`config.mk`:
```
export PLATFORM = sky130hd
export DESIGN_NAME = smtp_client_sequencer_core
export DESIGN_NICKNAME = d
export VERILOG_FILES = /design/src/smtpcs_pkg.sv /design/src/smtp_client_sequencer_core.sv /design/src/smtpcs_cfg.sv /design/src/smtpcs_fsm.sv
export SDC_FILE = /design/constraint.sdc
export NUM_CORES = 1
export LEC_CHECK = 0
export BUFFER_PORTS_ARGS = -buffer_cell sky130_fd_sc_hd__buf_2
export CORE_MARGIN = 2
export CORE_UTILIZATION = 60
export DETAILED_ROUTE_END_ITERATION = 10
export GPL_ROUTABILITY_DRIVEN = 1
export PLACE_DENSITY = 0.86
export SLEW_MARGIN = 40
export SYNTH_ARGS = -nofsm -noshare
export SYNTH_HDL_FRONTEND = slang
export SYNTH_SLANG_ARGS = --single-unit
```
`constraint.sdc`:
```
create_clock -name clk_i -period 6.9 [get_ports clk_i]
set_clock_uncertainty 0.2 [all_clocks]
set_input_delay 1.38 -clock clk_i [delete_from_list [all_inputs] [get_ports clk_i]]
set_output_delay 1.38 -clock clk_i [all_outputs]
set_load 0.01 [all_outputs]
```
`src/smtpcs_pkg.sv`:
```
// SMTP client sequencer: shared types, protocol state codes, command codes and
// reply codes. No dependencies; used by every other file of the block.

package smtpcs_pkg;

  // Operation carried in the input tuser
  localparam logic [1:0] OP_REPLY   = 2'd0;
  localparam logic [1:0] OP_CONNECT = 2'd1;
  localparam logic [1:0] OP_CLOSE   = 2'd2;

  // Session states, numbered in protocol order
  localparam logic [3:0] ST_CLOSED     = 4'd0;
  localparam logic [3:0] ST_INIT       = 4'd1;
  localparam logic [3:0] ST_STARTTLS   = 4'd2;
  localparam logic [3:0] ST_WAIT_TLS   = 4'd3;
  localparam logic [3:0] ST_SEND_PLAIN = 4'd4;
  localparam logic [3:0] ST_WAIT_PLAIN = 4'd5;
  localparam logic [3:0] ST_SEND_LOGIN = 4'd6;
  localparam logic [3:0] ST_WAIT_LOGIN = 4'd7;
  localparam logic [3:0] ST_WAIT_USER  = 4'd8;
  localparam logic [3:0] ST_WAIT_PASS  = 4'd9;
  localparam logic [3:0] ST_MAIL       = 4'd10;
  localparam logic [3:0] ST_RCPT       = 4'd11;
  localparam logic [3:0] ST_DATA       = 4'd12;
  localparam logic [3:0] ST_BODY       = 4'd13;
  localparam logic [3:0] ST_QUIT       = 4'd14;

  // Command codes
  localparam logic [3:0] CMD_NONE       = 4'd0;
  localparam logic [3:0] CMD_HELO       = 4'd1;
  localparam logic [3:0] CMD_AUTH_PLAIN = 4'd2;
  localparam logic [3:0] CMD_AUTH_LOGIN = 4'd3;
  localparam logic [3:0] CMD_USER       = 4'd4;
  localparam logic [3:0] CMD_PASS       = 4'd5;
  localparam logic [3:0] CMD_STARTTLS   = 4'd6;
  localparam logic [3:0] CMD_MAIL       = 4'd7;
  localparam logic [3:0] CMD_RCPT       = 4'd8;
  localparam logic [3:0] CMD_DATA       = 4'd9;
  localparam logic [3:0] CMD_BODY       = 4'd10;
  localparam logic [3:0] CMD_QUIT       = 4'd11;

  // Reply classes
  localparam logic [1:0] CLS_OTHER     = 2'd0;
  localparam logic [1:0] CLS_TRANSIENT = 2'd1;
  localparam logic [1:0] CLS_PERMANENT = 2'd2;

  // Session events
  localparam logic [2:0] EV_NONE       = 3'd0;
  localparam logic [2:0] EV_UNEXPECTED = 3'd1;
  localparam logic [2:0] EV_DONE       = 3'd2;
  localparam logic [2:0] EV_TLS_FAIL   = 3'd3;
  localparam logic [2:0] EV_CLOSED     = 3'd4;

  // Authentication methods
  localparam logic [1:0] AUTH_PLAIN = 2'd1;
  localparam logic [1:0] AUTH_LOGIN = 2'd2;

  // Configuration register indexes
  localparam logic [1:0] REG_TLS_ENABLE = 2'd0;
  localparam logic [1:0] REG_AUTH       = 2'd1;
  localparam logic [1:0] REG_RCPT_COUNT = 2'd2;

  // Server reply codes
  localparam logic [9:0] CODE_READY     = 10'd220;
  localparam logic [9:0] CODE_OK        = 10'd250;
  localparam logic [9:0] CODE_AUTH_OK   = 10'd235;
  localparam logic [9:0] CODE_AUTH_CONT = 10'd334;
  localparam logic [9:0] CODE_DATA_GO   = 10'd354;
  localparam logic [9:0] CODE_DIGIT     = 10'd100;

  typedef struct packed {
    logic       tls_enable;
    logic [1:0] auth_method;
    logic [4:0] recipient_count;
  } cfg_t;

  typedef struct packed {
    logic [1:0] operation;
    logic [9:0] response_code;
    logic       final_line;
    logic       tls_ok;
  } req_t;

  typedef struct packed {
    logic [3:0] protocol_state;
    logic [2:0] session_event;
    logic [1:0] reply_class;
    logic [3:0] recipient_number;
    logic [3:0] command;
  } rsp_t;

  // Next state once HELO is sent
  function automatic logic [3:0] after_helo(logic pend, logic [1:0] auth);
    logic [3:0] st;
    if (pend) begin
      st = ST_STARTTLS;
    end else if (auth == AUTH_PLAIN) begin
      st = ST_SEND_PLAIN;
    end else if (auth == AUTH_LOGIN) begin
      st = ST_SEND_LOGIN;
    end else begin
      st = ST_MAIL;
    end
    return st;
  endfunction

endpackage

```
`src/smtp_client_sequencer_core.sv`:
```
// SMTP client sequencer top level: input register, decision logic, result register.
// Path: an accepted request waits in the input register, then its result is loaded into the
// result register and presented on m_axis. Throughput: one request per cycle while m_axis is not stalled.
// A stalled result holds in the output register while one more request waits behind it.
// Reset (rst_ni low, asynchronous): session closed, no TLS pending, recipient index
// zero, registers tls_enable 0, auth_method 0, recipient_count 1, both stages empty.

module smtp_client_sequencer_core #(
  parameter int unsigned MAX_RECIPIENTS = 16
) (
  input  logic        clk_i,
  input  logic        rst_ni,
  // request stream
  input  logic        s_axis_tvalid,
  output logic        s_axis_tready,
  input  logic [15:0] s_axis_tdata,   // [9:0] response_code, [10] tls_ok, [15:11] zero
  input  logic [1:0]  s_axis_tuser,   // [1:0] operation
  input  logic        s_axis_tlast,   // final_line
  // result stream
  output logic        m_axis_tvalid,
  input  logic        m_axis_tready,
  output logic [23:0] m_axis_tdata,   // [3:0] command, [7:4] recipient_number,
                                      // [9:8] reply_class, [12:10] session_event,
                                      // [16:13] protocol_state, [23:17] zero
  // configuration writes
  input  logic        cfg_valid_i,
  output logic        cfg_ready_o,
  input  logic [1:0]  cfg_index_i,
  input  logic [4:0]  cfg_data_i
);

  smtpcs_pkg::cfg_t cfg;
  smtpcs_pkg::req_t in_q, in_d;
  smtpcs_pkg::rsp_t rsp, out_q;
  logic             in_vld_q, in_vld_d;
  logic             out_vld_q, out_vld_d;
  logic             advance;
  logic             take;

  // Configuration is always accepted; the user must write it only while idle, unchecked.
  assign cfg_ready_o = 1'b1;

  smtpcs_cfg u_cfg (
    .clk_i      (clk_i),
    .rst_ni     (rst_ni),
    .wr_en_i    (cfg_valid_i),
    .wr_index_i (cfg_index_i),
    .wr_data_i  (cfg_data_i),
    .cfg_o      (cfg)
  );

  // Advance the held request into the result register whenever that register
  // is empty or its content is being taken this cycle.
  assign advance       = in_vld_q && (!out_vld_q || m_axis_tready);
  assign s_axis_tready = !in_vld_q || advance;
  assign take          = s_axis_tvalid && s_axis_tready;

  smtpcs_fsm #(
    .MAX_RECIPIENTS (MAX_RECIPIENTS)
  ) u_fsm (
    .clk_i  (clk_i),
    .rst_ni (rst_ni),
    .step_i (advance),
    .cfg_i  (cfg),
    .req_i  (in_q),
    .rsp_o  (rsp)
  );

  // Unpack the request fields
  always_comb begin
    in_d.operation     = s_axis_tuser;
    in_d.response_code = s_axis_tdata[9:0];
    in_d.final_line    = s_axis_tlast;
    in_d.tls_ok        = s_axis_tdata[10];
  end

  assign in_vld_d  = take || (in_vld_q && !advance);
  assign out_vld_d = advance || (out_vld_q && !m_axis_tready);

  always_ff @(posedge clk_i or negedge rst_ni) begin
    if (!rst_ni) begin
      in_vld_q  <= 1'b0;
      out_vld_q <= 1'b0;
    end else begin
      in_vld_q  <= in_vld_d;
      out_vld_q <= out_vld_d;
    end
  end

  // Payload registers: load on handshake, hold otherwise
  always_ff @(posedge clk_i) begin
    if (take) begin
      in_q <= in_d;
    end
    if (advance) begin
      out_q <= rsp;
    end
  end

  assign m_axis_tvalid = out_vld_q;
  assign m_axis_tdata  = {7'd0, out_q};

`ifndef NO_ASSERTIONS
  // A request that advances always lands as a valid result
  a_advance_fills: assert property (@(posedge clk_i) disable iff (!rst_ni)
    advance |=> out_vld_q)
    else $error("advanced request did not produce a result");

  // A close event always leaves the session closed
  a_close_state: assert property (@(posedge clk_i) disable iff (!rst_ni)
    (out_vld_q && out_q.session_event == smtpcs_pkg::EV_CLOSED)
      |-> out_q.protocol_state == smtpcs_pkg::ST_CLOSED)
    else $error("close event with open session");

  // QUIT completes the send
  a_quit_done: assert property (@(posedge clk_i) disable iff (!rst_ni)
    (out_vld_q && out_q.command == smtpcs_pkg::CMD_QUIT)
      |-> out_q.session_event == smtpcs_pkg::EV_DONE)
    else $error("QUIT without send-complete event");

  // RCPT leaves the session in RCPT or DATA
  a_rcpt_next: assert property (@(posedge clk_i) disable iff (!rst_ni)
    (out_vld_q && out_q.command == smtpcs_pkg::CMD_RCPT)
      |-> (out_q.protocol_state == smtpcs_pkg::ST_RCPT ||
           out_q.protocol_state == smtpcs_pkg::ST_DATA))
    else $error("RCPT left an unexpected state");
`endif

endmodule

```
`src/smtpcs_cfg.sv`:
```
// SMTP client sequencer: configuration register file.
// Depends on smtpcs_pkg for the register indexes and cfg_t.

module smtpcs_cfg (
  input  logic              clk_i,
  input  logic              rst_ni,
  input  logic              wr_en_i,
  input  logic [1:0]        wr_index_i,
  input  logic [4:0]        wr_data_i,
  output smtpcs_pkg::cfg_t  cfg_o
);

  smtpcs_pkg::cfg_t cfg_q, cfg_d;

  always_comb begin
    cfg_d = cfg_q;
    if (wr_en_i) begin
      unique case (wr_index_i)
        smtpcs_pkg::REG_TLS_ENABLE: cfg_d.tls_enable      = wr_data_i[0];
        smtpcs_pkg::REG_AUTH:       cfg_d.auth_method     = wr_data_i[1:0];
        smtpcs_pkg::REG_RCPT_COUNT: cfg_d.recipient_count = wr_data_i;
        default:                    cfg_d = cfg_q;
      endcase
    end
  end

  always_ff @(posedge clk_i or negedge rst_ni) begin
    if (!rst_ni) begin
      cfg_q.tls_enable      <= 1'b0;
      cfg_q.auth_method     <= 2'd0;
      cfg_q.recipient_count <= 5'd1;
    end else begin
      cfg_q <= cfg_d;
    end
  end

  assign cfg_o = cfg_q;

endmodule

```
`src/smtpcs_fsm.sv`:
```
// SMTP client sequencer: session state registers and the single-pass decision
// for one request. Depends on smtpcs_pkg for codes, cfg_t, req_t and rsp_t.

module smtpcs_fsm #(
  parameter int unsigned MAX_RECIPIENTS = 16
) (
  input  logic              clk_i,
  input  logic              rst_ni,
  input  logic              step_i,
  input  smtpcs_pkg::cfg_t  cfg_i,
  input  smtpcs_pkg::req_t  req_i,
  output smtpcs_pkg::rsp_t  rsp_o
);

  localparam int unsigned IdxW = $clog2(MAX_RECIPIENTS + 1);
  localparam int unsigned CmpW = (IdxW > 5) ? IdxW : 5;
  localparam logic [CmpW-1:0] MaxCnt = CmpW'(MAX_RECIPIENTS);

  logic [3:0]      state_q, state_d;
  logic            pend_q, pend_d;
  logic [IdxW-1:0] idx_q, idx_d;

  logic [CmpW-1:0] cnt_raw, cnt_eff, idx_next_ext;
  logic [IdxW-1:0] idx_next;
  logic [IdxW+3:0] idx_wide;
  logic            ok;
  logic [9:0]      code;
  smtpcs_pkg::rsp_t rsp;

  assign code = req_i.response_code;

  // Clamp the recipient count into 1..MAX_RECIPIENTS
  assign cnt_raw = CmpW'(cfg_i.recipient_count);
  always_comb begin
    priority if (cnt_raw == '0) begin
      cnt_eff = CmpW'(1);
    end else if (cnt_raw > MaxCnt) begin
      cnt_eff = MaxCnt;
    end else begin
      cnt_eff = cnt_raw;
    end
  end

  assign idx_next     = idx_q + IdxW'(1);
  assign idx_next_ext = CmpW'(idx_next);
  assign idx_wide     = {4'd0, idx_q};

  always_comb begin
    state_d = state_q;
    pend_d  = pend_q;
    idx_d   = idx_q;
    ok      = 1'b1;
    rsp     = '0;
    unique case (req_i.operation)
      smtpcs_pkg::OP_CONNECT: begin
        pend_d  = cfg_i.tls_enable;
        idx_d   = '0;
        state_d = smtpcs_pkg::ST_INIT;
      end
      smtpcs_pkg::OP_CLOSE: begin
        state_d           = smtpcs_pkg::ST_CLOSED;
        rsp.session_event = smtpcs_pkg::EV_CLOSED;
      end
      smtpcs_pkg::OP_REPLY: begin
        if (code >= 10'd400 && code < 10'd500) begin
          rsp.reply_class = smtpcs_pkg::CLS_TRANSIENT;
        end else if (code >= 10'd500 && code < 10'd600) begin
          rsp.reply_class = smtpcs_pkg::CLS_PERMANENT;
        end
        if (req_i.final_line && state_q != smtpcs_pkg::ST_CLOSED) begin
          unique case (state_q)
            smtpcs_pkg::ST_INIT: begin
              ok = (code == smtpcs_pkg::CODE_READY);
              rsp.command = smtpcs_pkg::CMD_HELO;
              state_d = smtpcs_pkg::after_helo(pend_q, cfg_i.auth_method);
            end
            smtpcs_pkg::ST_STARTTLS: begin
              ok = (code == smtpcs_pkg::CODE_OK);
              rsp.command = smtpcs_pkg::CMD_STARTTLS;
              state_d = smtpcs_pkg::ST_WAIT_TLS;
            end
            smtpcs_pkg::ST_WAIT_TLS: begin
              ok = (code == smtpcs_pkg::CODE_READY);
              pend_d = 1'b0;
              if (req_i.tls_ok) begin
                rsp.command = smtpcs_pkg::CMD_HELO;
                state_d = smtpcs_pkg::after_helo(1'b0, cfg_i.auth_method);
              end else begin
                rsp.session_event = smtpcs_pkg::EV_TLS_FAIL;
                state_d = smtpcs_pkg::ST_CLOSED;
              end
            end
            smtpcs_pkg::ST_SEND_PLAIN: begin
              ok = (code == smtpcs_pkg::CODE_OK);
              rsp.command = smtpcs_pkg::CMD_AUTH_PLAIN;
              state_d = smtpcs_pkg::ST_WAIT_PLAIN;
            end
            smtpcs_pkg::ST_SEND_LOGIN: begin
              ok = (code == smtpcs_pkg::CODE_OK);
              rsp.command = smtpcs_pkg::CMD_AUTH_LOGIN;
              state_d = smtpcs_pkg::ST_WAIT_LOGIN;
            end
            smtpcs_pkg::ST_WAIT_LOGIN: begin
              ok = (code == smtpcs_pkg::CODE_AUTH_CONT);
              rsp.command = smtpcs_pkg::CMD_USER;
              state_d = smtpcs_pkg::ST_WAIT_USER;
            end
            smtpcs_pkg::ST_WAIT_USER: begin
              ok = (code == smtpcs_pkg::CODE_AUTH_CONT);
              rsp.command = smtpcs_pkg::CMD_PASS;
              state_d = smtpcs_pkg::ST_WAIT_PASS;
            end
            smtpcs_pkg::ST_WAIT_PLAIN, smtpcs_pkg::ST_WAIT_PASS: begin
              // Authenticated: MAIL goes out right away
              ok = (code == smtpcs_pkg::CODE_AUTH_OK);
              idx_d = '0;
              rsp.command = smtpcs_pkg::CMD_MAIL;
              state_d = smtpcs_pkg::ST_RCPT;
            end
            smtpcs_pkg::ST_MAIL: begin
              ok = (code == smtpcs_pkg::CODE_OK);
              rsp.command = smtpcs_pkg::CMD_MAIL;
              state_d = smtpcs_pkg::ST_RCPT;
            end
            smtpcs_pkg::ST_RCPT: begin
              ok = (code == smtpcs_pkg::CODE_OK);
              rsp.command = smtpcs_pkg::CMD_RCPT;
              rsp.recipient_number = idx_wide[3:0];
              idx_d = idx_next;
              state_d = (idx_next_ext >= cnt_eff) ? smtpcs_pkg::ST_DATA
                                                  : smtpcs_pkg::ST_RCPT;
            end
            smtpcs_pkg::ST_DATA: begin
              ok = (code == smtpcs_pkg::CODE_OK);
              rsp.command = smtpcs_pkg::CMD_DATA;
              state_d = smtpcs_pkg::ST_BODY;
            end
            smtpcs_pkg::ST_BODY: begin
              ok = (code == smtpcs_pkg::CODE_DATA_GO);
              rsp.command = smtpcs_pkg::CMD_BODY;
              state_d = smtpcs_pkg::ST_QUIT;
            end
            smtpcs_pkg::ST_QUIT: begin
              ok = (code == smtpcs_pkg::CODE_OK);
              rsp.command = smtpcs_pkg::CMD_QUIT;
              rsp.session_event = smtpcs_pkg::EV_DONE;
              state_d = smtpcs_pkg::ST_CLOSED;
            end
            default: begin
              ok = 1'b0;
            end
          endcase
          // HELO with no TLS and no auth lands in the MAIL state: restart recipients
          if (ok && state_d == smtpcs_pkg::ST_MAIL) begin
            idx_d = '0;
          end
          if (!ok) begin
            // Unexpected reply: drop the command and end the session
            state_d              = smtpcs_pkg::ST_CLOSED;
            pend_d               = pend_q;
            idx_d                = idx_q;
            rsp.command          = smtpcs_pkg::CMD_NONE;
            rsp.recipient_number = 4'd0;
            rsp.session_event    = smtpcs_pkg::EV_UNEXPECTED;
          end
        end
      end
      default: begin
        state_d = state_q;
      end
    endcase
    rsp.protocol_state = state_d;
  end

  always_ff @(posedge clk_i or negedge rst_ni) begin
    if (!rst_ni) begin
      state_q <= smtpcs_pkg::ST_CLOSED;
      pend_q  <= 1'b0;
      idx_q   <= '0;
    end else if (step_i) begin
      state_q <= state_d;
      pend_q  <= pend_d;
      idx_q   <= idx_d;
    end
  end

  assign rsp_o = rsp;

endmodule

```
# Word-level counts from Yosys, hierarchy flattened
# Cells that the tools add are included.
# classes
add_sub_neg	1
magnitude_cmp	6
eq_ne	30
n_mux	34
n_bitwise	1
reduce_logical	34
# op_table
operator	n
one-hot mux 4 bit (12 select lines)	2
equality test 4 bit (second input constant)	8
two-way mux 4 bit	8
equality test 10 x 8 -> 1 bit (second input constant)	3
two-way mux 5 bit	5
equality test 10 x 9 -> 1 bit (second input constant)	2
greater-or-equal comparator 10 x 9 -> 1 bit (second input constant)	2
one-hot mux 5 bit (2 select lines)	2
equality test 4 x 3 -> 1 bit (second input constant)	4
one-hot mux 3 bit (2 select lines)	2
one-hot mux 4 bit (3 select lines)	1
less-than comparator 10 bit (second input constant)	1
less-than comparator 10 x 9 -> 1 bit (second input constant)	1
AND reduction 5 bit	2
two-way mux 3 bit	3
equality test 4 x 2 -> 1 bit (second input constant)	2
logical AND 1 bit	8
OR reduction 2 bit	4
two-way mux 1 bit	7
OR reduction 7 bit	1
equality test 2 x 1 -> 1 bit (second input constant)	3
equality test 2 bit (second input constant)	3
AND reduction 2 bit	3
adder 5 x 1 -> 5 bit (second input constant)	1
other kinds (19)	28
# totals
register_bits	51
in_bits	31
output_inout_bits	27
word_cells	124

# Logic depth before layout (Yosys ltp)
# depth
ltp_word	14
depth_mapped	11
mapped_depth_nobuf	11

# Modules after synthesis
# From an unflattened synthesis, not the netlist that was laid out.
# unflattened
hier_cells	325
hier_area_um2	3245.6
# modules_own_cells
module	n_inst	cells_per_inst	area_each_um2
smtpcs_fsm	1	257	1793.0
smtp_client_sequencer_core	1	49	1102.3
smtpcs_cfg	1	19	350.3

# Least setup slack after synthesis
# OpenSTA, ideal clock, no wires.
# synth_timing
path_type	input port to output port
startpoint	in m_axis_tready
endpoint	out s_axis_tready
t_arrival_ns	1.589
slack_ns	3.731
stages	1
path_buffers	0
path_cell_list	nand3b_1
# synth_via
elab_chain_cells	3
# synth_rtl
item	line_no	rtl
from (decl)	smtp_client_sequencer_core.sv:21	input logic m_axis_tready,
logical OR 1 bit	smtp_client_sequencer_core.sv:54	assign advance = in_vld_q && (!out_vld_q || m_axis_tready);
logical AND 1 bit	smtp_client_sequencer_core.sv:54	
logical OR 1 bit	smtp_client_sequencer_core.sv:55	assign s_axis_tready = !in_vld_q || advance;
to (decl)	smtp_client_sequencer_core.sv:15	output logic s_axis_tready,
# Every way passes these cells.

# Worst setup path after layout
# layout_timing
startpoint	reg u_fsm.idx_q[0]
endpoint	reg u_fsm.idx_q[0]
# layout_via
elab_chain_cells	12
# layout_rtl
item	line_no	rtl
from (decl)	smtpcs_fsm.sv:21	logic [IdxW-1:0] idx_q, idx_d;
from (signal assigned)	smtpcs_fsm.sv:183	idx_q <= idx_d;
adder 5 x 1 -> 5 bit *	smtpcs_fsm.sv:44	assign idx_next = idx_q + IdxW'(1);
greater-or-equal comparator 5 bit	smtpcs_fsm.sv:130	state_d = (idx_next_ext >= cnt_eff) ? smtpcs_pkg::ST_DATA
two-way mux 3 bit	smtpcs_fsm.sv:130	
one-hot mux 4 bit (12 select lines)	smtpcs_fsm.sv:71	unique case (state_q)
two-way mux 4 bit	smtpcs_fsm.sv:70	if (req_i.final_line && state_q != smtpcs_pkg::ST_CLOSED) begin
two-way mux 4 bit	smtpcs_fsm.sv:54	unique case (req_i.operation)
equality test 4 bit	smtpcs_fsm.sv:154	if (ok && state_d == smtpcs_pkg::ST_MAIL) begin
logical AND 1 bit	smtpcs_fsm.sv:154	
two-way mux 5 bit	smtpcs_fsm.sv:154	
two-way mux 5 bit	smtpcs_fsm.sv:157	if (!ok) begin
two-way mux 5 bit	smtpcs_fsm.sv:70	
one-hot mux 5 bit (2 select lines)	smtpcs_fsm.sv:54	
# Every way passes the cells marked *; elsewhere a longest branch is shown, timed or not. The select of a mux whose other input is x is not followed.
# A chain may end at the register's enable or synchronous reset.

==> impl_metrics.xml <==
<?xml version="1.0" encoding="UTF-8"?>
<metrics>
  <group name="status">
    <metric name="run_status" unit="">completed</metric>
  </group>
  <group name="synth">
    <metric name="yosys-top-cells-count" unit="">edfxtp_1 (31), nand2_1 (23), a21oi_1 (22)</metric>
    <metric name="synth_edf_count" unit="">31</metric>
    <metric name="postSynthCellCount" unit="">287</metric>
    <metric name="netlist.top_cell.by_area" unit="">edfxtp_1</metric>
    <metric name="synth_top_flop_cell" unit="">edfxtp_1</metric>
    <metric name="synth_cell_types" unit="">60</metric>
    <metric name="synth.top_cell.area_share" unit="%">31.0</metric>
    <metric name="yosys_register_bits" unit="">51</metric>
    <metric name="syn-mean-instance-area" unit="um2">10.5</metric>
    <metric name="synth_area" unit="um2">3000</metric>
    <metric name="yosys_warnings" unit="">0</metric>
    <metric name="synth_most_common_cell" unit="">edfxtp_1</metric>
    <metric name="synth_sequential_area_ratio" unit="%">47.7</metric>
    <metric name="yosys-top-cells-area" unit="">edfxtp_1 (31%), dfrtp_1 (16%), mux2_2 (3.7%)</metric>
    <metric name="synth-async-reset-ratio" unit="%">39.2</metric>
  </group>
  <group name="final_layout">
    <metric name="post_route_cells_drive_above_1_share" unit="%">23.1</metric>
    <metric name="finalCoreUtilization" unit="%">68.6</metric>
    <metric name="finish.net_count" unit="">361</metric>
    <metric name="antennaDiodeCount" unit="">0</metric>
    <metric name="layout-area-overhead-vs-synth" unit="%">9.33</metric>
    <metric name="fillers" unit="">375</metric>
  </group>
  <group name="floorplanning">
    <metric name="chipWidth" unit="um">74.8</metric>
    <metric name="initial_standard_cell_utilization_of_the_core" unit="%">62.8</metric>
    <metric name="design.die.area" unit="um2">5590</metric>
    <metric name="floorplan.core_area" unit="um2">4790</metric>
    <metric name="fp.dieH" unit="um">74.8</metric>
    <metric name="std_cell_rows" unit="">25</metric>
    <metric name="boundaryPins" unit="">58</metric>
  </group>
  <group name="run">
    <metric name="cap_violations" unit="">0</metric>
  </group>
  <group name="critical_path">
    <metric name="timing.critical_path.from" unit="">u_fsm.idx_q[0]</metric>
    <metric name="r2r_cells" unit="">11</metric>
    <metric name="start_kind" unit="">flop</metric>
    <metric name="setup.worst_path.class" unit="">flop to flop</metric>
    <metric name="rr_endpoint" unit="">u_fsm.idx_q[0]</metric>
    <metric name="crit-reg2reg-launch" unit="">u_fsm.idx_q[0]</metric>
    <metric name="timing.critical_path.to_type" unit="">flop</metric>
    <metric name="timing.reg2reg.setup_slack" unit="ps">3480</metric>
    <metric name="crit_end" unit="">u_fsm.idx_q[0]</metric>
    <metric name="arrival" unit="ps">3420</metric>
    <metric name="critical_path_peak_fanout" unit="">6</metric>
    <metric name="crit_required" unit="ps">6890</metric>
  </group>
  <group name="sta">
    <metric name="max_freq" unit="MHz">292</metric>
    <metric name="headroom_to_the_max_slew_limit" unit="%">45.4</metric>
    <metric name="min_period" unit="ps">3420</metric>
    <metric name="report.final.slew_viol_count" unit="">0</metric>
    <metric name="grt_setup_unrepaired" unit="">false</metric>
    <metric name="setup_total_negative_slack" unit="ps">0</metric>
    <metric name="hold_viol" unit="">0</metric>
    <metric name="finalSetupViolations" unit="">0</metric>
    <metric name="layout_worst_path_cycle_share" unit="%">49.6</metric>
    <metric name="worst_slew_pin_slew" unit="ps">819</metric>
    <metric name="setup_ws" unit="ps">3480</metric>
  </group>
  <group name="clock_network">
    <metric name="clock_insertion_delay_worst_skew" unit="ps">310</metric>
    <metric name="cts.path.max_buffers" unit="">2</metric>
    <metric name="cts.root.buffer_cell" unit="">clkbuf_8</metric>
    <metric name="cts_buffers" unit="">5</metric>
    <metric name="clk_pin_slew" unit="ps">90</metric>
    <metric name="postCtsResizedCells" unit="">0</metric>
    <metric name="post-cts-setup-buffer-count" unit="">0</metric>
    <metric name="cts-hold-fix-buffers" unit="">0</metric>
    <metric name="cts.sinks" unit="">51</metric>
    <metric name="cts_tree" unit="">yes</metric>
    <metric name="cts_max_level" unit="">2</metric>
  </group>
  <group name="global_routing">
    <metric name="first_global_vias" unit="">2153</metric>
    <metric name="antenna_found_initial" unit="">0</metric>
    <metric name="grt_overflow_total" unit="">0</metric>
    <metric name="grt_start_max_net_pins" unit="">30</metric>
    <metric name="grtUsageTotal" unit="%">23.7</metric>
    <metric name="wire_length_of_the_first_global_routing_pass" unit="mm">9.91</metric>
  </group>
  <group name="min_path">
    <metric name="timing.hold.worst.start" unit="">in_vld_q</metric>
    <metric name="holdCritPathClass" unit="">flop to flop</metric>
  </group>
  <group name="route">
    <metric name="post_detailed_route_wirelength_per_cell" unit="um">15.5</metric>
    <metric name="dr.first_iter.drc_count" unit="">269</metric>
    <metric name="viasPerCell" unit="">6.14</metric>
    <metric name="antenna_left" unit="">0</metric>
    <metric name="drc" unit="">0</metric>
    <metric name="drt-total-wl" unit="mm">6.05</metric>
    <metric name="routed-via-count" unit="">2400</metric>
    <metric name="drt_pass1_iterations" unit="">5</metric>
  </group>
  <group name="placed_design">
    <metric name="dpl_worst_slack" unit="ps">3500</metric>
    <metric name="buffers_on_ports" unit="">44</metric>
    <metric name="dp.final_hpwl" unit="mm">4.39</metric>
    <metric name="gp_routability_congestion" unit="">0.962</metric>
  </group>
  <group name="pwr">
    <metric name="max-vdd-ir-drop" unit="V">0.000185</metric>
    <metric name="power.static_leakage" unit="nW">1.37</metric>
    <metric name="pwr_density_cell" unit="nW/um2">203</metric>
  </group>
</metrics>
[worst min-delay path by stage]
stage               depth (start not counted)              to  slack (ps)
CTS                                         1   m_axis_tvalid         320
global placement                            1   m_axis_tvalid         270
detailed placement                          1   m_axis_tvalid         290
finish                                      1   m_axis_tvalid         310
floorplan                                   1   m_axis_tvalid         260
global route                                1  u_cfg.cfg_o[6]         340
[final cells by class]
| cell class | instances | area [um2] | area share (%) |
|---|---|---|---|
| flip-flops and latches | 51 | 1440 | 43.7 |
| multi-input cells | 213 | 1430 | 43.5 |
| repair buffers | 44 | 220 | 6.70 |
| well taps | 67 | 83.8 | 2.55 |
| clock buffers | 6 | 72.6 | 2.21 |
| inverters | 8 | 30.0 | 0.914 |
| clock inverters | 2 | 12.5 | 0.381 |
[routing by layer]
metal | wire length [um] | track usage (%)
met1 | 2540 | 30.7
met2 | 2930 | 38.6
met3 | 451 | 5.22
met4 | 130 | 9.92
met5 | 0 | 0
[flip-flops by register name, indices dropped and copies added (netlist names)]
register	count
u_fsm.idx_q	5
u_fsm.state_q	4
u_cfg.cfg_o	8
m_axis_tdata	17
m_axis_tvalid	1
in_q	14
in_vld_q	1
u_fsm.pend_q	1
[power breakdown]
group          internal (W)  switching (W)  total (W)  leakage (nW)
logic             0.0000520      0.0000680   0.000120         0.782
clock network     0.0000711      0.0000961   0.000167        0.0428
registers          0.000353      0.0000270   0.000380         0.550
total              0.000477       0.000191   0.000668          1.37
[stage by stage]
step	instance area, um2	power [W]	cells	hold WS (ps)
CTS	3280	0.000669	391	316
detailed placement	3200	0.000505	383	293
finish	3280	0.000668	391	310
floorplan	3030	0.000470	293	257
global placement	3200	0.000499	383	271
global route	3280	0.000701	391	344
[worst max-delay path: stages, from the launching register on]
cell and delay (ps):
dfrtp_1 460, ha_1 230, nand3_1 100, xnor2_1 220, ha_1 310, a21oi_1 160
o21ai_0 120, or4_1 540, nand4b_1 190, nor4_4 60, o31ai_4 390, mux2_4 340
[cells by family (layout without fill, tap and decap cells)]
logic type | after synthesis | count (layout) | share of synthesized area, %
AND/OR/NAND/NOR | 105 | 105 | 19.7
AO/OA/AOI/OAI | 72 | 72 | 16.3
flip-flops | 51 | 51 | 47.7
buffers and inverters | 29 | 60 | 5.46
multiplexers | 16 | 16 | 6.25
adder cells (fa/ha/maj) | 7 | 7 | 2.92
XOR/XNOR | 5 | 5 | 1.46
other | 2 | 8 | 0.250
[cell usage in the layout (no fill, tap or decap), types with 4 or more instances in the layout]
cell	count
buf_2	44
edfxtp_1	31
nand2_1	23
a21oi_1	22
nor2_1	21
dfrtp_1	17
o21ai_0	14
nand2b_1	11
mux2_2	10
inv_1	8
and3_1	8
conb_1	8
nand3_1	7
ha_1	7
clkbuf_8	5
nor2b_1	4
No activity file was read; power rests on OpenSTA's default activity.
